===== src/hdl/gds_ram.sv =====
// Generic single-write, single-read RAM with registered read data.
`default_nettype none
module gds_ram #(
    parameter int WIDTH = 8,
    parameter int DEPTH = 16
) (
    input  wire logic                                  clk,
    input  wire logic                                  we,
    input  wire logic [(DEPTH > 1 ? $clog2(DEPTH) : 1)-1:0] waddr,
    input  wire logic [WIDTH-1:0]                      wdata,
    input  wire logic [(DEPTH > 1 ? $clog2(DEPTH) : 1)-1:0] raddr,
    output logic      [WIDTH-1:0]                      rdata
);

    logic [WIDTH-1:0] mem [DEPTH];

    always_ff @(posedge clk)
    begin
        if (we)
        begin
            mem[waddr] <= wdata;
        end
        rdata <= mem[raddr];
    end

endmodule
`default_nettype wire


===== config.mk =====
export PLATFORM = sky130hd
export DESIGN_NAME = gds_ram
export DESIGN_NICKNAME = d
export VERILOG_FILES = /design/src/hdl/gds_ram.sv
export SDC_FILE = /design/constraint.sdc
export NUM_CORES = 1
export LEC_CHECK = 0
export BUFFER_PORTS_ARGS = -buffer_cell sky130_fd_sc_hd__buf_2
export CORE_UTILIZATION = 45
export CTS_CLUSTER_SIZE = 12
export DETAILED_ROUTE_END_ITERATION = 8
export PLACE_DENSITY = 0.6
export SETUP_SLACK_MARGIN = 0.4
export SLEW_MARGIN = 0
export SYNTH_ARGS = -nofsm -noshare
export SYNTH_HDL_FRONTEND = slang
export SYNTH_SLANG_ARGS = --single-unit

===== constraint.sdc =====
create_clock -name clk -period 2.3 [get_ports clk]
set_input_delay 0.69 -clock clk [delete_from_list [all_inputs] [get_ports clk]]
set_output_delay 0.69 -clock clk [all_outputs]
set_load 0.02 [all_outputs]

==> results.cfg, run 1 <==
[timing]
drv_slew = 0
totalNegativeSetupSlack_ns = 0
worst_pin_slew_ns = 0.4449
rsz0062_at_grt = no
final-setup-viol-count = 0
fin_skew_ns = 0.003137
hold_viol_final = 0
fmax_ghz = 0.5666
relSlewSlack = 0.7028
min_period_ns = 1.765
finalCritPeriodShare = 0.7674

[yosys]
synth_fp_nets = 247
synth_largest_area_cell = edfxtp_1
synth_most_common_cell = edfxtp_1
synth_edf_count = 128
synth-seq-area-share = 0.7778
synthFlopType = edfxtp_1
synth_area_um2 = 5147
synth.distinct_cells = 19
syn_avg_cell_area_um2 = 22.48
yosys_warnings = 0
synth.top_cell.area_share = 0.7467
synth_common_cells = 128 x edfxtp_1, 18 x mux4_2, 16 x a22oi_1
synthCells = 229
yosys-top-cells-area = edfxtp_1 75%, mux4_2 7.9%, mux4_1 7.1%
synth.ff_latch_count = 136
postSynth.asyncResetShare = 0

[finish]
layout.nets = 309
drive_above_1_share = 0.3322
area_growth_pct = 20.49
n_antenna_cell = 0
final_core_util = 0.5647

[global_routing]
overflow = 0
first_global_vias = 2550
top_usage_layer = met2
grtUsageMet3 = 0.05320
grt_max_degree = 22
grt_util_all_layers = 0.1906
grt_pass1_wl_mm = 14.97
met1_usage = 0.2538
met2_usage = 0.2947
antenna_found_initial = 0

[cts]
cts_resized = 0
cts.sinks = 136
cts.root.buffer_cell = clkbuf_16
worst_skew_pair.late_latency_ns = 0.41
cts_buffers = 17
cts_tree = done
post_cts_buffers = 0
clk_pin_slew_ns = 0.06
postCtsHoldBufs = 0
cts_buffer_depth = 2
cts_htree_levels = 4

[die]
start_util = 0.4687
die_area_um2 = 11870
die_width_um = 109.0
ioPinCount = 26
rows = 38
die_h_um = 109.0
core-area_um2 = 10980

[place]
routabilityCongestion = 0.7047
dpl.hpwl_mm = 6.507
numPortBuffers = 25

[power]
vdd_ir_drop_max_uv = 449.4
cellLeakagePower_nw = 2.142
p_per_area_nw_per_um2 = 923.4

[setup_path]
critPathKind = input port to register
crit_arrival_ns = 2.05
required_ns = 2.59
end_kind = register
critPathLaunchType = input port
crit_fanout = 8

[hold_path]
hold_class = register to register

[drt]
viasPerCell = 5.554
routed_wl_mm = 10.08
routedWlPerCell_um = 22.69
ant_nets = 0
drc_errors = 0
first_pass_iters = 4
vias = 2466
drt_iter0_drc = 172

[status]
status = finished clean

[flow_run]
drv_cap = 0
## registers in the layout, indices dropped and copies added, names as in the netlist
name	count
mem	128
rdata	8
## cell type report
class	instances	area, um2
multi-input combinational	83	1062
clock buffer	19	432.9
fill	828	4781
clock inverter	13	155.1
tap	140	175.2
sequential	136	4004
timing repair buffer	53	372.9
## placed cells by master (no fill, tap or decap)
cell type	n
buf_12	3
clkbuf_16	17
nand3_1	1
clkinv_2	3
nor2_1	13
bufinv_16	3
nor2b_1	1
clkinv_1	2
buf_2	25
clkinv_4	4
nor3_1	3
clkinvlp_4	1
a22oi_1	16
mux4_2	18
clkbuf_1	2
and2b_1	1
nand3b_1	2
nand2_1	9
mux4_1	14
dfxtp_1	8
nand2b_1	2
nor3_2	1
or3b_2	1
buf_4	25
edfxtp_1	128
and2_1	1
## power by group
group	internal (W)	switching [W]	leakage, nW	total (W)
sequential	0.00277	0.0000178	1.22	0.00279
clock	0.00169	0.000960	0.286	0.00265
combinational	0.000120	0.000163	0.633	0.000283
## stage by stage
step | setup slack (ns) | std cells | hold WS (ns) | power (W) | instance area (um2)
5_1_grt | 0.4593 | 444 | 0.6638 | 0.005890 | 6202
6_report | 0.5351 | 444 | 0.6644 | 0.005727 | 6202
3_5_place_dp | 0.08351 | 412 | 0.6564 | 0.003128 | 5614
3_3_place_gp | 0.06227 | 412 | 0.6536 | 0.003122 | 5614
2_1_floorplan | 0.3439 | 229 | 0.6293 | 0.002995 | 5152
4_1_cts | 0.5122 | 444 | 0.6543 | 0.005774 | 6202
## critical path, cell delays in order
cell,delay [ns]
buf_2,0.15
buf_4,0.24
mux4_1,0.56
a22oi_1,0.33
nand2_1,0.08
## kinds of logic after synthesis
kind of cell	after synthesis	share of synthesized area
and+or+nand+nor	35	0.03184
muxes	32	0.1502
AOI/OAI and AO/OA	16	0.02334
buffers and inverters	10	0.01677
DFF	136	0.7778
## routing by layer
metal | share of wire | wire (um)
met3 | 0.065 | 657
met2 | 0.48 | 4817
met1 | 0.44 | 4426
met5 | 0 | 0
met4 | 0.017 | 174
## worst paths after layout
check	slack [ns]	start	cells after the start	end
max	0.54	raddr[0]	5	rdata[2]
min reg2reg	0.66	mem[12][4]	3	rdata[4]
min	0.66	mem[12][4]	3	rdata[4]
max reg2reg	0.92	mem[9][2]	3	rdata[2]
No activity file was read; power rests on OpenSTA's default activity.
==> run 2, diff against run 1 <==
PLACE_DENSITY = 0.62   (was 0.6)
clock period = 1.4 ns   (was 2.3 ns; I/O delays follow)
==> run 2 against run 1 <==
Final area up 13%; critical path depth is 4 lower; wire length rose by 3.9%; largest power group is now the clock network; core utilization rose by 7.4 points; die area did not move; highest routed layer unchanged; critical path type is now register to primary output; hold slack got worse by 0.28 ns.
==> results.cfg, run 2 (same netlist as run 1, synthesis figures left out) <==
[power]
vdd_ir_drop_max_uv = 730.6
cellLeakagePower_nw = 2.349
p_per_area_nw_per_um2 = 1458
total_power_w = 0.01023

[setup_path]
crit_fanout = 1
cp_top_family = flip-flops
critPathKind = register to primary output
cp_num_buf_inv = 1
slowest_stage = dfxtp_2
crit_arrival_ns = 0.91
crit_chain = buf_6
end_kind = primary output
critPathLaunchType = register
required_ns = 0.98
cp_slowest_stage_delay_ns = 0.37
path_depth = 1
r2r_cells = 3

[global_routing]
grt_pass1_wl_mm = 16.28
met1_usage = 0.2650
overflow = 0
grt_util_all_layers = 0.2060
first_global_vias = 2822
met2_usage = 0.3199
top_usage_layer = met2
grt_max_degree = 17
antenna_found_initial = 0
grtUsageMet3 = 0.07591

[flow_run]
drv_cap = 0

[timing]
rsz0062_at_grt = yes
fmax_ghz = 0.7505
drv_slew = 0
worst_pin_slew_ns = 0.6584
finalCritPeriodShare = 0.9518
hold_viol_final = 0
relSlewSlack = 0.5606
min_period_ns = 1.333
final-setup-viol-count = 0
fin_skew_ns = 0.006094

[hold_path]
hold_class = input port to register
whs_path_depth = 1

[place]
dp_cells = 425
routabilityCongestion = 0.7225
numPortBuffers = 25
dpl.hpwl_mm = 6.404

[cts]
postCtsHoldBufs = 0
cts_tree = done
cts.sinks = 136
worst_skew_pair.late_latency_ns = 0.42
cts.root.buffer_cell = clkbuf_16
cts_buffers = 17
clk_pin_slew_ns = 0.06
cts_htree_levels = 4
cts_buffer_depth = 2

[die]
start_util = 0.4687
core-area_um2 = 10980
die_width_um = 109.0
rows = 38
die_h_um = 109.0
ioPinCount = 26
die_area_um2 = 11870

[finish]
top_register = mem
layout.nets = 327
area_growth_pct = 36.32
top_regs = mem x128, rdata x8
largest_reg_flops = 128
n_antenna_cell = 0
final_cell_mix = 128 x edfxtp_1, 32 x mux4_2, 24 x buf_12
stdcell_count = 462
layout_commonest_cell = edfxtp_1
drive_above_1_share = 0.5528

[drt]
drc_errors = 0
first_pass_iters = 4
vias = 2544
drt_iter0_drc = 222
routed_wl_mm = 10.47
viasPerCell = 5.506
ant_nets = 0
routedWlPerCell_um = 22.67

[status]
status = finished clean
==> run 2: cell types whose count changed in the layout (fill, tap and decap cells not counted), sizes merged <==
cell | before | now
buf | 53 | 71
clkinv | 9 | 3
bufinv | 3 | 6
clkinvlp | 1 | 3
clkbuf | 19 | 20
==> run 2: worst reg2reg max path, stage by stage, from the launching register on <==
cell and delay, ns:
edfxtp_1 0.36, mux4_2 0.51, a22oi_2 0.19, nand2_1 0.08
==> run 2: what timing repair did <==
| action | CTS | global route |
|---|---|---|
| cloned | 2 | 0 |
| gates resized for setup | 57 | 5 |
| buffers inserted | 2 | 1 |
| setup endpoints to repair | 124 | 136 |
| pin swaps | 12 | 3 |
==> run 2: per-layer routing <==
layer / part of all wire / wire (um)
met2: 0.50 / 5263
met5: 0 / 0
met1: 0.41 / 4283
met4: 0.016 / 167
met3: 0.072 / 757
==> run 2: layout make-up <==
class	count	area, um2
Clock buffer	20	436.7
Clock inverter	12	225.2
Fill cell	707	3966
Multi-Input combinational cell	83	1252
Sequential cell	136	4014
Tap cell	140	175.2
Timing Repair Buffer	71	913.4
==> run 2: final timing paths <==
path / start / to / slack [ns]
setup / recovery: rdata[4] / rdata[4] / 0.07
hold / removal: wdata[6] / mem[10][6] / 0.39
setup reg to reg: mem[3][2] / rdata[2] / 0.14
hold reg to reg: mem[4][5] / rdata[5] / 0.69
==> run 2: where the power goes <==
| part | total (W) | switching, W | leakage [nW] | internal, W |
|---|---|---|---|---|
| Combinational | 0.000698 | 0.000342 | 0.814 | 0.000356 |
| Sequential | 0.00460 | 0.0000378 | 1.22 | 0.00456 |
| Clock | 0.00493 | 0.00160 | 0.310 | 0.00334 |
| Total | 0.0102 | 0.00197 | 2.35 | 0.00825 |
==> run 2: metrics by stage <==
stage | setup TNS (ns) | hold WS (ns) | util | setup WS [ns] | instance area (um2)
5_1_grt | 0 | 0.3865 | 0.6389 | 0.05149 | 7017
2_1_floorplan | -3.637 | 0.5189 | - | -0.1230 | 5275
3_3_place_gp | -19.81 | 0.6556 | 0.5509 | -0.4530 | 6051
3_5_place_dp | -20.56 | 0.6689 | 0.5509 | -0.4782 | 6051
4_1_cts | 0 | 0.3728 | 0.6350 | 0.05984 | 6974
6_report | 0 | 0.3856 | 0.6389 | 0.06747 | 7017
